## src/assert_macros.svh

```systemverilog
// assertion macros used by the route table rtl
`ifndef ASSERT_MACROS_SVH
`define ASSERT_MACROS_SVH

// clocked assertion, off while reset is held
`define ASSERT_CLK(lbl, clock, rstn, prop, msg) \
    lbl: assert property (@(posedge clock) disable iff (!(rstn)) prop) else $error(msg);

// condition that must never hold
`define ASSERT_NEVER(lbl, clock, rstn, cond, msg) \
    `ASSERT_CLK(lbl, clock, rstn, !(cond), msg)

`endif

```

## src/lprt_pkg.sv

```systemverilog
// types, codes and helpers of the route table
package lprt_pkg;

    localparam int ADDR_W    = 32;
    localparam int CFG_DATA_W = 32;
    localparam int REG_IDX_W = 3;
    localparam int LEN_W     = 6;

    typedef logic [1:0] status_t;

    localparam status_t ST_OK      = 2'd0;
    localparam status_t ST_NOROUTE = 2'd1;
    localparam status_t ST_FULL    = 2'd2;

    typedef logic [REG_IDX_W-1:0] reg_idx_t;

    localparam reg_idx_t REG_LOCAL_IP        = 3'd0;
    localparam reg_idx_t REG_LOCAL_NETMASK   = 3'd1;
    localparam reg_idx_t REG_LOCAL_GATEWAY   = 3'd2;
    localparam reg_idx_t REG_LOCAL_DEVICE    = 3'd3;
    localparam reg_idx_t REG_LOOPBACK_DEVICE = 3'd4;
    localparam reg_idx_t REG_DEFAULT_GATEWAY = 3'd5;
    localparam reg_idx_t REG_DEFAULT_DEVICE  = 3'd6;

    localparam logic [7:0] LOOPBACK_NET = 8'd127;

    // prefix length of a mask: eight nibble counts, then their sum
    function automatic logic [LEN_W-1:0] ones_count(input logic [ADDR_W-1:0] v);
        logic [2:0]       nib [8];
        logic [LEN_W-1:0] sum;
        sum = '0;
        for (int i = 0; i < 8; i++)
        begin
            nib[i] = 3'(v[4*i]) + 3'(v[4*i+1]) + 3'(v[4*i+2]) + 3'(v[4*i+3]);
        end
        for (int i = 0; i < 8; i++)
        begin
            sum = sum + LEN_W'(nib[i]);
        end
        return sum;
    endfunction

endpackage

```

## src/longest_prefix_route_table.sv

```systemverilog
// ipv4 route table with longest prefix lookup, top level
//
// One item at a time; busy is high from the accepting edge until the result
// cycle. An add shows its result (strobe done) as it leaves S_ADD. A
// lookup reads the stored routes one slot per cycle through a single memory
// read port feeding one masked compare, then passes S_DRAIN and S_RESOLVE
// before the result shows. Fill, the number of routes added so far, is at
// most ENTRIES. Slots fill in order and are never removed, so a fill count
// stands for the valid marks and no clearing pass runs after reset.
// The result is on the ports for exactly one cycle and cannot be held off.
// Configuration writes are taken at any edge with wr_en high.
`include "assert_macros.svh"

module longest_prefix_route_table #(
    parameter int ENTRIES        = 16,
    parameter int DEVICE_ID_BITS = 4
) (
    input  logic                           clk,
    input  logic                           rst_n,
    input  logic                           start,
    output logic                           busy,
    input  logic                           kind,
    input  logic [31:0]                    address,
    input  logic [31:0]                    mask,
    input  logic [31:0]                    gateway,
    input  logic [DEVICE_ID_BITS-1:0]      device,
    input  logic                           wr_en,
    input  lprt_pkg::reg_idx_t             wr_index,
    input  logic [lprt_pkg::CFG_DATA_W-1:0] wr_data,
    output logic                           done,
    output lprt_pkg::status_t              status,
    output logic [DEVICE_ID_BITS-1:0]      out_device,
    output logic [31:0]                    next_hop,
    output logic                           is_local,
    output logic                           via_gateway
);

    import lprt_pkg::*;

    localparam int IDX_W = (ENTRIES > 1) ? $clog2(ENTRIES) : 1;
    localparam int CNT_W = $clog2(ENTRIES + 1);
    localparam int DEV_W = DEVICE_ID_BITS;
    localparam logic [CNT_W-1:0] FULL_COUNT = CNT_W'(ENTRIES);

    typedef enum logic [2:0] {
        S_IDLE,
        S_ADD,
        S_SCAN,
        S_DRAIN,
        S_RESOLVE
    } state_t;

    // route memory
    logic [ADDR_W-1:0] mem_network [ENTRIES];
    logic [ADDR_W-1:0] mem_mask    [ENTRIES];
    logic [ADDR_W-1:0] mem_gateway [ENTRIES];
    logic [DEV_W-1:0]  mem_device  [ENTRIES];
    logic [LEN_W-1:0]  mem_len     [ENTRIES];

    logic              mem_we;
    logic [IDX_W-1:0]  mem_waddr;
    logic [IDX_W-1:0]  mem_raddr;
    logic [ADDR_W-1:0] rd_network_reg;
    logic [ADDR_W-1:0] rd_mask_reg;
    logic [ADDR_W-1:0] rd_gateway_reg;
    logic [DEV_W-1:0]  rd_device_reg;
    logic [LEN_W-1:0]  rd_len_reg;

    state_t            state_reg, state_next;
    logic [CNT_W-1:0]  fill_reg, fill_next;
    logic [CNT_W-1:0]  issue_reg, issue_next;
    logic              rd_vld_reg, rd_vld_next;

    logic              kind_reg, kind_next;
    logic [ADDR_W-1:0] addr_reg, addr_next;
    logic [ADDR_W-1:0] mask_reg, mask_next;
    logic [ADDR_W-1:0] gw_reg, gw_next;
    logic [DEV_W-1:0]  dev_reg, dev_next;

    logic              found_reg, found_next;
    logic [LEN_W-1:0]  best_len_reg, best_len_next;
    logic [ADDR_W-1:0] best_gw_reg, best_gw_next;
    logic [DEV_W-1:0]  best_dev_reg, best_dev_next;

    logic              done_reg, done_next;
    status_t           status_reg, status_next;
    logic [DEV_W-1:0]  out_dev_reg, out_dev_next;
    logic [ADDR_W-1:0] hop_reg, hop_next;
    logic              local_reg, local_next;

    logic [ADDR_W-1:0] local_ip_reg, local_ip_next;
    logic [ADDR_W-1:0] local_netmask_reg, local_netmask_next;
    logic [ADDR_W-1:0] local_gateway_reg, local_gateway_next;
    logic [DEV_W-1:0]  local_device_reg, local_device_next;
    logic [DEV_W-1:0]  loopback_device_reg, loopback_device_next;
    logic [ADDR_W-1:0] default_gateway_reg, default_gateway_next;
    logic [DEV_W-1:0]  default_device_reg, default_device_next;

    logic              hit;
    logic              on_subnet;

    assign mem_raddr = issue_reg[IDX_W-1:0];
    assign mem_waddr = fill_reg[IDX_W-1:0];
    assign hit       = ((addr_reg & rd_mask_reg) == rd_network_reg);
    assign on_subnet = (((addr_reg ^ local_ip_reg) & local_netmask_reg) == '0);

    always_ff @(posedge clk)
    begin
        if (mem_we)
        begin
            mem_network[mem_waddr] <= addr_reg;
            mem_mask[mem_waddr]    <= mask_reg;
            mem_gateway[mem_waddr] <= gw_reg;
            mem_device[mem_waddr]  <= dev_reg;
            mem_len[mem_waddr]     <= ones_count(mask_reg);
        end
        rd_network_reg <= mem_network[mem_raddr];
        rd_mask_reg    <= mem_mask[mem_raddr];
        rd_gateway_reg <= mem_gateway[mem_raddr];
        rd_device_reg  <= mem_device[mem_raddr];
        rd_len_reg     <= mem_len[mem_raddr];
    end

    always_comb
    begin
        state_next    = state_reg;
        fill_next     = fill_reg;
        issue_next    = issue_reg;
        rd_vld_next   = 1'b0;
        kind_next     = kind_reg;
        addr_next     = addr_reg;
        mask_next     = mask_reg;
        gw_next       = gw_reg;
        dev_next      = dev_reg;
        found_next    = found_reg;
        best_len_next = best_len_reg;
        best_gw_next  = best_gw_reg;
        best_dev_next = best_dev_reg;
        done_next     = 1'b0;
        status_next   = status_reg;
        out_dev_next  = out_dev_reg;
        hop_next      = hop_reg;
        local_next    = local_reg;
        mem_we        = 1'b0;

        local_ip_next        = local_ip_reg;
        local_netmask_next   = local_netmask_reg;
        local_gateway_next   = local_gateway_reg;
        local_device_next    = local_device_reg;
        loopback_device_next = loopback_device_reg;
        default_gateway_next = default_gateway_reg;
        default_device_next  = default_device_reg;

        if (wr_en)
        begin
            case (wr_index)
                REG_LOCAL_IP:        local_ip_next        = wr_data;
                REG_LOCAL_NETMASK:   local_netmask_next   = wr_data;
                REG_LOCAL_GATEWAY:   local_gateway_next   = wr_data;
                REG_LOCAL_DEVICE:    local_device_next    = wr_data[DEV_W-1:0];
                REG_LOOPBACK_DEVICE: loopback_device_next = wr_data[DEV_W-1:0];
                REG_DEFAULT_GATEWAY: default_gateway_next = wr_data;
                REG_DEFAULT_DEVICE:  default_device_next  = wr_data[DEV_W-1:0];
                default:             ;
            endcase
        end

        // compare stage for the slot read in the previous cycle
        if (rd_vld_reg && hit && (!found_reg || rd_len_reg >= best_len_reg))
        begin
            found_next    = 1'b1;
            best_len_next = rd_len_reg;
            best_gw_next  = rd_gateway_reg;
            best_dev_next = rd_device_reg;
        end

        case (state_reg)
            S_IDLE:
            begin
                if (start)
                begin
                    kind_next  = kind;
                    addr_next  = address;
                    mask_next  = mask;
                    gw_next    = gateway;
                    dev_next   = device;
                    issue_next = '0;
                    found_next = 1'b0;
                    state_next = kind ? S_ADD : S_SCAN;
                end
            end
            S_ADD:
            begin
                done_next    = 1'b1;
                out_dev_next = '0;
                hop_next     = '0;
                local_next   = 1'b0;
                if (fill_reg != FULL_COUNT)
                begin
                    mem_we      = 1'b1;
                    fill_next   = fill_reg + 1'b1;
                    status_next = ST_OK;
                end
                else
                begin
                    status_next = ST_FULL;
                end
                state_next = S_IDLE;
            end
            S_SCAN:
            begin
                if (issue_reg != fill_reg)
                begin
                    rd_vld_next = 1'b1;
                    issue_next  = issue_reg + 1'b1;
                end
                else
                begin
                    state_next = S_DRAIN;
                end
            end
            S_DRAIN:
            begin
                state_next = S_RESOLVE;
            end
            S_RESOLVE:
            begin
                done_next    = 1'b1;
                status_next  = ST_OK;
                out_dev_next = '0;
                hop_next     = '0;
                local_next   = 1'b0;
                if (addr_reg[31:24] == LOOPBACK_NET)
                begin
                    if (loopback_device_reg != '0)
                    begin
                        out_dev_next = loopback_device_reg;
                        local_next   = 1'b1;
                    end
                    else
                    begin
                        status_next = ST_NOROUTE;
                    end
                end
                else if (local_device_reg != '0 && addr_reg == local_ip_reg)
                begin
                    out_dev_next = local_device_reg;
                    local_next   = 1'b1;
                end
                else if (found_reg)
                begin
                    out_dev_next = best_dev_reg;
                    hop_next     = best_gw_reg;
                end
                else if (default_device_reg != '0)
                begin
                    out_dev_next = default_device_reg;
                    hop_next     = default_gateway_reg;
                end
                else if (local_device_reg != '0)
                begin
                    out_dev_next = local_device_reg;
                    hop_next     = on_subnet ? '0 : local_gateway_reg;
                end
                else
                begin
                    status_next = ST_NOROUTE;
                end
                state_next = S_IDLE;
            end
            default:
            begin
                state_next = S_IDLE;
            end
        endcase
    end

    always_ff @(posedge clk or negedge rst_n)
    begin
        if (!rst_n)
        begin
            state_reg           <= S_IDLE;
            fill_reg            <= '0;
            issue_reg           <= '0;
            rd_vld_reg          <= 1'b0;
            kind_reg            <= 1'b0;
            addr_reg            <= '0;
            mask_reg            <= '0;
            gw_reg              <= '0;
            dev_reg             <= '0;
            found_reg           <= 1'b0;
            best_len_reg        <= '0;
            best_gw_reg         <= '0;
            best_dev_reg        <= '0;
            done_reg            <= 1'b0;
            status_reg          <= ST_OK;
            out_dev_reg         <= '0;
            hop_reg             <= '0;
            local_reg           <= 1'b0;
            local_ip_reg        <= '0;
            local_netmask_reg   <= '0;
            local_gateway_reg   <= '0;
            local_device_reg    <= '0;
            loopback_device_reg <= '0;
            default_gateway_reg <= '0;
            default_device_reg  <= '0;
        end
        else
        begin
            state_reg           <= state_next;
            fill_reg            <= fill_next;
            issue_reg           <= issue_next;
            rd_vld_reg          <= rd_vld_next;
            kind_reg            <= kind_next;
            addr_reg            <= addr_next;
            mask_reg            <= mask_next;
            gw_reg              <= gw_next;
            dev_reg             <= dev_next;
            found_reg           <= found_next;
            best_len_reg        <= best_len_next;
            best_gw_reg         <= best_gw_next;
            best_dev_reg        <= best_dev_next;
            done_reg            <= done_next;
            status_reg          <= status_next;
            out_dev_reg         <= out_dev_next;
            hop_reg             <= hop_next;
            local_reg           <= local_next;
            local_ip_reg        <= local_ip_next;
            local_netmask_reg   <= local_netmask_next;
            local_gateway_reg   <= local_gateway_next;
            local_device_reg    <= local_device_next;
            loopback_device_reg <= loopback_device_next;
            default_gateway_reg <= default_gateway_next;
            default_device_reg  <= default_device_next;
        end
    end

    assign busy        = (state_reg != S_IDLE);
    assign done        = done_reg;
    assign status      = status_reg;
    assign out_device  = out_dev_reg;
    assign next_hop    = hop_reg;
    assign is_local    = local_reg;
    assign via_gateway = (hop_reg != '0);

    `ASSERT_CLK(a_done_after_busy, clk, rst_n, done |-> $past(busy), "result without a busy item")
    `ASSERT_NEVER(a_fill_bound, clk, rst_n, fill_reg > FULL_COUNT, "fill count beyond table size")
    `ASSERT_NEVER(a_issue_bound, clk, rst_n, issue_reg > fill_reg, "scan ran past filled slots")
    `ASSERT_CLK(a_full_only_when_full, clk, rst_n, (done && status == ST_FULL) |-> (fill_reg == FULL_COUNT), "table full reported with free slots")
    `ASSERT_CLK(a_add_counts, clk, rst_n, (state_reg == S_ADD && fill_reg != FULL_COUNT) |=> (fill_reg == $past(fill_reg) + 1'b1), "add did not take a slot")

endmodule

```

## config.mk

```make
export PLATFORM = sky130hd
export DESIGN_NAME = longest_prefix_route_table
export DESIGN_NICKNAME = d
export VERILOG_FILES = /design/src/lprt_pkg.sv /design/src/longest_prefix_route_table.sv
export VERILOG_INCLUDE_DIRS = /design/src /design/src/src
export SDC_FILE = /design/constraint.sdc
export NUM_CORES = 2
export LEC_CHECK = 0
export ABC_AREA = 1
export BUFFER_PORTS_ARGS = -buffer_cell sky130_fd_sc_hd__buf_4
export CAP_MARGIN = 20
export CORE_UTILIZATION = 50
export DETAILED_ROUTE_END_ITERATION = 12
export HOLD_SLACK_MARGIN = 0.05
export PLACE_DENSITY = 0.71
export SLEW_MARGIN = 30
export SYNTH_ARGS = -nofsm -noshare
export SYNTH_HDL_FRONTEND = slang
export SYNTH_SLANG_ARGS = --single-unit
```

## constraint.sdc

```tcl
create_clock -name clk -period 11.1 [get_ports clk]
set_input_delay 0 -clock clk [delete_from_list [all_inputs] [get_ports clk]]
set_output_delay 0 -clock clk [all_outputs]
set_load 0.01 [all_outputs]
```

Word level (Yosys, flattened, before mapping):

Memories as Yosys holds them, arrays and structs flattened. A register that Yosys moved wholly into a read port is not among the register bits.
Cells that the tools add are included.

* $add $sub $neg: 33
* magnitude comparators: 1
* eq/ne operators: 18
* mux-type cells: 43
* bitwise gates (word level): 3
* reduce and logical (&&, ||, !) cells: 27

Operator list (number)
* $mux 32: 6
* $and 32x32->32: 2
* $eq 32x32->1: 2
* $pmux 32 s2: 1
* $logic_not 32->1: 1
* $reduce_bool 32->1: 1
* $xor 32x32->32: 1
* $add 2x1->3: 8
* $add 3x1->3: 8
* $add 6x3->6: 4
* $mux 4: 6
* $reduce_and 2->1: 10
* $mux 1: 18
* $add 1x1->2: 8
* $eq 3x2->1 const B: 4
* $eq 3x3->1 const B: 4
* $reduce_bool 4->1: 3
* $add 5x1->5 const B: 2
* $mux 5: 2
* $pmux 5 s2: 1
* $pmux 3 s3: 1
* $eq 8x7->1 const B: 1
* $pmux 4 s2: 1
* $add 5x3->6: 1
* other kinds (19): 29

* register bits after elaboration: 337
* bits in writable memories: 1696
* bits of input ports: 140
* output and inout port bits: 42
* logic and storage cells: 154
* memories kept: 5

Memory list
* mem_gateway: depth 16, bits a word 32, rd ports 1, clocked after memory_dff 1, wr ports 1, RTL line longest_prefix_route_table.sv:56 `logic [ADDR_W-1:0] mem_gateway [ENTRIES];`
* mem_mask: depth 16, bits a word 32, rd ports 1, clocked after memory_dff 1, wr ports 1, RTL line longest_prefix_route_table.sv:55 `logic [ADDR_W-1:0] mem_mask [ENTRIES];`
* mem_network: depth 16, bits a word 32, rd ports 1, clocked after memory_dff 1, wr ports 1, RTL line longest_prefix_route_table.sv:54 `logic [ADDR_W-1:0] mem_network [ENTRIES];`
* mem_len: depth 16, bits a word 6, rd ports 1, clocked after memory_dff 1, wr ports 1, RTL line longest_prefix_route_table.sv:58 `logic [LEN_W-1:0] mem_len [ENTRIES];`
* mem_device: depth 16, bits a word 4, rd ports 1, clocked after memory_dff 1, wr ports 1, RTL line longest_prefix_route_table.sv:57 `logic [DEV_W-1:0] mem_device [ENTRIES];`

Depth between registers and ports, before layout:

* word-level depth: 10
* mapped depth: 18
* mapped depth without buffers: 18

Least setup slack after synthesis:

Ideal clock, no wire load.

* kind: reg2reg
* from: register fill_reg[0]
* to: memory mem_device[15][0] (netlist name) (enable)
* library setup time: 0.575 ns
* data arrival time: 5.632 ns
* required time: 10.525 ns
* slack: 4.893 ns
* stages on the path, launching flop included: 8
* buffers on the path: 0
* period minus slack after synthesis: 6.207 ns
* cells stage by stage: dfrtp_1 inv_1 ha_1 nand3_1 nand2_1 inv_1 nand2_1 nor2_1

* word-level cells in the longest chain between the ends: 5

RTL lines
* start, declared: RTL line longest_prefix_route_table.sv:70 `logic [CNT_W-1:0] fill_reg, fill_next;`
* start signal, assigned: RTL line longest_prefix_route_table.sv:311 `fill_reg <= fill_next;`
* $ne 5x5->1: RTL line longest_prefix_route_table.sv:198 `if (fill_reg != FULL_COUNT)`
* $mux 1: RTL line longest_prefix_route_table.sv:198
* $mux 1: RTL line longest_prefix_route_table.sv:177 `case (state_reg)`
* $mux 1: RTL line longest_prefix_route_table.sv:109 `if (mem_we)`
* $mux 1 (implied by the code): RTL line longest_prefix_route_table.sv:114 `mem_device[mem_waddr] <= dev_reg;`
* end, declared: RTL line longest_prefix_route_table.sv:57

Parallel ways exist; a longest one is shown, timed or not.

Worst setup path in the final report:

* from: register mask_reg[23]
* to: memory mem_len[12][4], data pin

* word-level cells in the longest chain between the ends: 4

RTL lines
* start, declared: RTL line longest_prefix_route_table.sv:76 `logic [ADDR_W-1:0] mask_reg, mask_next;`
* start signal, assigned: RTL line longest_prefix_route_table.sv:316 `mask_reg <= mask_next;`
* $add 3x1->3: RTL line lprt_pkg.sv:34 `nib[i] = 3'(v[4*i]) + 3'(v[4*i+1]) + 3'(v[4*i+2]) + 3'(v[4*i+3]);`
* $add 6x3->6 (3 in a row): RTL line lprt_pkg.sv:38 `sum = sum + LEN_W'(nib[i]);`
* end, declared: RTL line longest_prefix_route_table.sv:58

No other way between the ends.

==> impl_metrics.py <==
metrics = {
    "run_status": {
        "outcome": "finished, violations left",
        "violations": "design-rule violations",
    },
    "logic_synthesis": {
        "syn-num-nets": 6910,
        "ys_ff_latch": 2139,
        "synth_warnings": 0,
        "synth_area_sq_um": 83320,
        "synth.area.top_cells": "edfxtp_1 (61%), dfrtp_1 (10%), o21ai_0 (5.3%)",
        "syn_area_per_cell_sq_um": 12.38,
        "synth_compound_area_share_pct": 10.75,
        "synth_xor_area_share_pct": 0.3048,
        "synth_seq_area_share_pct": 73.79,
        "post_synth_inst_count": 6728,
        "synth_mux_area_share_pct": 0,
        "yosysTopAreaCellShare_pct": 61.12,
        "yosys.area_share.simple_pct": 11.32,
        "synth_top_family_by_area": "simple AND/OR/NAND/NOR gates",
        "synthAdderAreaFrac_pct": 0.8469,
        "synth_area_leader_cell": "edfxtp_1",
        "synthDistinctLibCells": 42,
    },
    "grt": {
        "grt_pass1_vias": 55077,
        "grt_pass1_wl_um": 343500,
        "grt_max_degree": 232,
        "grt_overflow": 0,
        "track_usage_pct": 27.16,
        "antenna_found_initial": 4,
    },
    "sta": {
        "hold_viol": 0,
        "relSlewSlack_pct": 31.24,
        "tns_ns": 0,
        "period_share_pct": 52.68,
        "worst_pin_slew_ns": 1.031,
        "max_freq_mhz": 171.0,
        "rsz0062_at_grt": "false",
        "slew_viol_final": 0,
        "clock_skew_ns": 0.03419,
        "finalSetupViolCount": 0,
        "fin_crit_ns": 5.848,
        "final.setup.worst_slack_ns": 5.252,
    },
    "critical_path": {
        "startpoint_type": "flip-flop",
        "worstPathArrival_ns": 6.37,
        "cp_max_fo": 17,
        "crit_type": "flip-flop to flip-flop",
        "rrSetupSlack_ns": 5.25,
        "cp.required_ns": 11.62,
        "cp-end-kind": "flip-flop",
    },
    "cts": {
        "cts_hold_buf": 309,
        "cts_resized": 0,
        "insertion_delay_ns": 0.84,
        "post_cts_buffers": 0,
        "cts_num_sinks": 2139,
        "h-tree-depth": 4,
        "cts_buffers": 200,
        "cts_root_buf": "clkbuf_16",
        "clkSlewWorstSetupHoldPaths_ns": 0.06,
        "clk_path_buf_depth": 3,
        "cts_tree": "built",
    },
    "final_layout": {
        "nets": 7277,
        "areaGrowthSynthToFinish_pct": 16.09,
        "reg_top3": "mem_gateway x512, mem_mask x512, mem_network x512",
        "layout_common_cells": "edfxtp_1 (1696), nand2_1 (1023), nor2_1 (937)",
        "mostFrequentLayoutCell": "edfxtp_1",
        "fill_cells": 12675,
        "drive_gt1_share_pct": 9.156,
    },
    "die": {
        "die_w_um": 410.2,
        "dieArea_sq_um": 168300,
        "pin_count": 182,
        "start_util_pct": 50.44,
        "fp.dieH_um": 410.2,
        "core-area_sq_um": 165200,
        "rows": 149,
    },
    "route": {
        "first_pass_iters": 10,
        "post_drt_wl_per_cell_um": 24.42,
        "route.detailed.drc": 6,
        "wl_um": 231200,
        "via_per_inst": 6.016,
        "vias": 56955,
        "drtAntennaViolNets": 0,
        "drtIter0Drc": 7395,
    },
    "placement": {
        "gp_congestion": 0.8584,
        "dp_hpwl_um": 114500,
        "post-place-ws_ns": 5.184,
        "portBuffers": 181,
    },
    "hold_path": {
        "hold_class": "input port to flip-flop",
    },
    "power_and_ir_drop": {
        "switching_share_pct": 35.75,
        "p_int_uw": 18820,
        "switching_power_uw": 10470,
        "comb_power_share_pct": 31.7,
        "pwr_density_cell_nw_per_um2": 302.8,
        "cellLeakagePower_uw": 0.03516,
        "p_clk_share_pct": 23.2,
        "peakVddDrop_uv": 911.7,
        "p_seq_share_pct": 45.0,
    },
    "flow_run": {
        "maxCapViolCount": 0,
    },
}
==> layer usage <==
metal	track usage (%)	part of all wire, %
met1	36.75	39
met2	43.69	48
met3	4.828	9.5
met4	10.91	4.0
met5	0	0
==> stage by stage <==
step	area [sq um]	power, uW	cells	hold WS [ns]	utilization [%]
2_1_floorplan	83320	18980	6728	-0.2956	-
3_3_place_gp	86640	21220	8761	0.08090	52.45
3_5_place_dp	86850	21300	8769	0.08538	52.58
4_1_cts	96560	28270	9459	0.05716	58.46
5_1_grt	96720	30510	9465	0.09446	58.55
6_report	96720	29290	9468	0.05145	58.56
==> cell usage after synthesis (all sizes together) <==
master  number
o221ai     167
dfrtp      337
xor2        21
a21o         1
nor3         6
a21oi       40
nor4        10
clkbuf     274
nand3      248
o21ai     1058
a31oi        3
nor3b        1
buf        152
nor2       981
o211ai      46
inv        174
a211oi       1
ha          18
fa          24
nand4       56
o21a         2
edfxtp    1696
dfxtp      106
or3          1
or2         13
o22ai      257
nand2     1027
xnor2        8
==> power by group through the flow <==
| stage | registers [uW] | clock network (uW) | logic, uW |
|---|---|---|---|
| 4_1_cts | 12800 | 6840 | 8630 |
| 5_1_grt | 13100 | 7160 | 10200 |
| 2_1_floorplan | 13100 | 0 | 5910 |
| 6_report | 13200 | 6810 | 9300 |
| 3_3_place_gp | 13000 | 0 | 8210 |
| 3_5_place_dp | 13000 | 0 | 8340 |
==> area by class of cell <==
type                       instances  area (sq um)  area share [%]
inverter                         174         689.4          0.7128
multi-input combinational       3989         19540           20.20
tap                             2189          2739           2.832
clock buffer                     269          5537           5.724
sequential                      2139         61500           63.58
clock inverter                   112          1039           1.074
antenna                            5         12.51         0.01294
timing repair buffer             591          5670           5.863
==> path summary, 6_finish.rpt <==
check                                        from              to  cells after the start
worst max-delay path                 mask_reg[23]  mem_len[12][4]                     16
worst min-delay path                      mask[5]     mask_reg[5]                      4
worst max register to register       mask_reg[23]  mem_len[12][4]                     16
worst min register to register  rd_gateway_reg[6]  best_gw_reg[6]                      2
max in group asynchronous                   rst_n      gw_reg[19]                      6
min in group asynchronous                   rst_n    addr_reg[15]                      4
==> cell families after synthesis <==
group,Yosys count
adder cells (fa/ha/maj),42
XOR/XNOR,29
AND/OR/NAND/NOR,2343
flip-flops,2139
AO/OA/AOI/OAI,1575
buffers and inverters,600
==> critical path: stages (launching register included) <==
cell and delay, ns:
dfrtp_1 0.63, inv_1 0.16, fa_1 0.53, fa_1 0.54, inv_1 0.06, fa_1 0.56
inv_1 0.10, fa_1 0.56, fa_1 0.45, fa_1 0.50, inv_1 0.05, ha_1 0.21
fa_1 0.48, a21oi_1 0.17, nor2_1 0.05, nor2_1 0.20, xnor2_2 0.30
No activity file was read; power rests on OpenSTA's default activity.
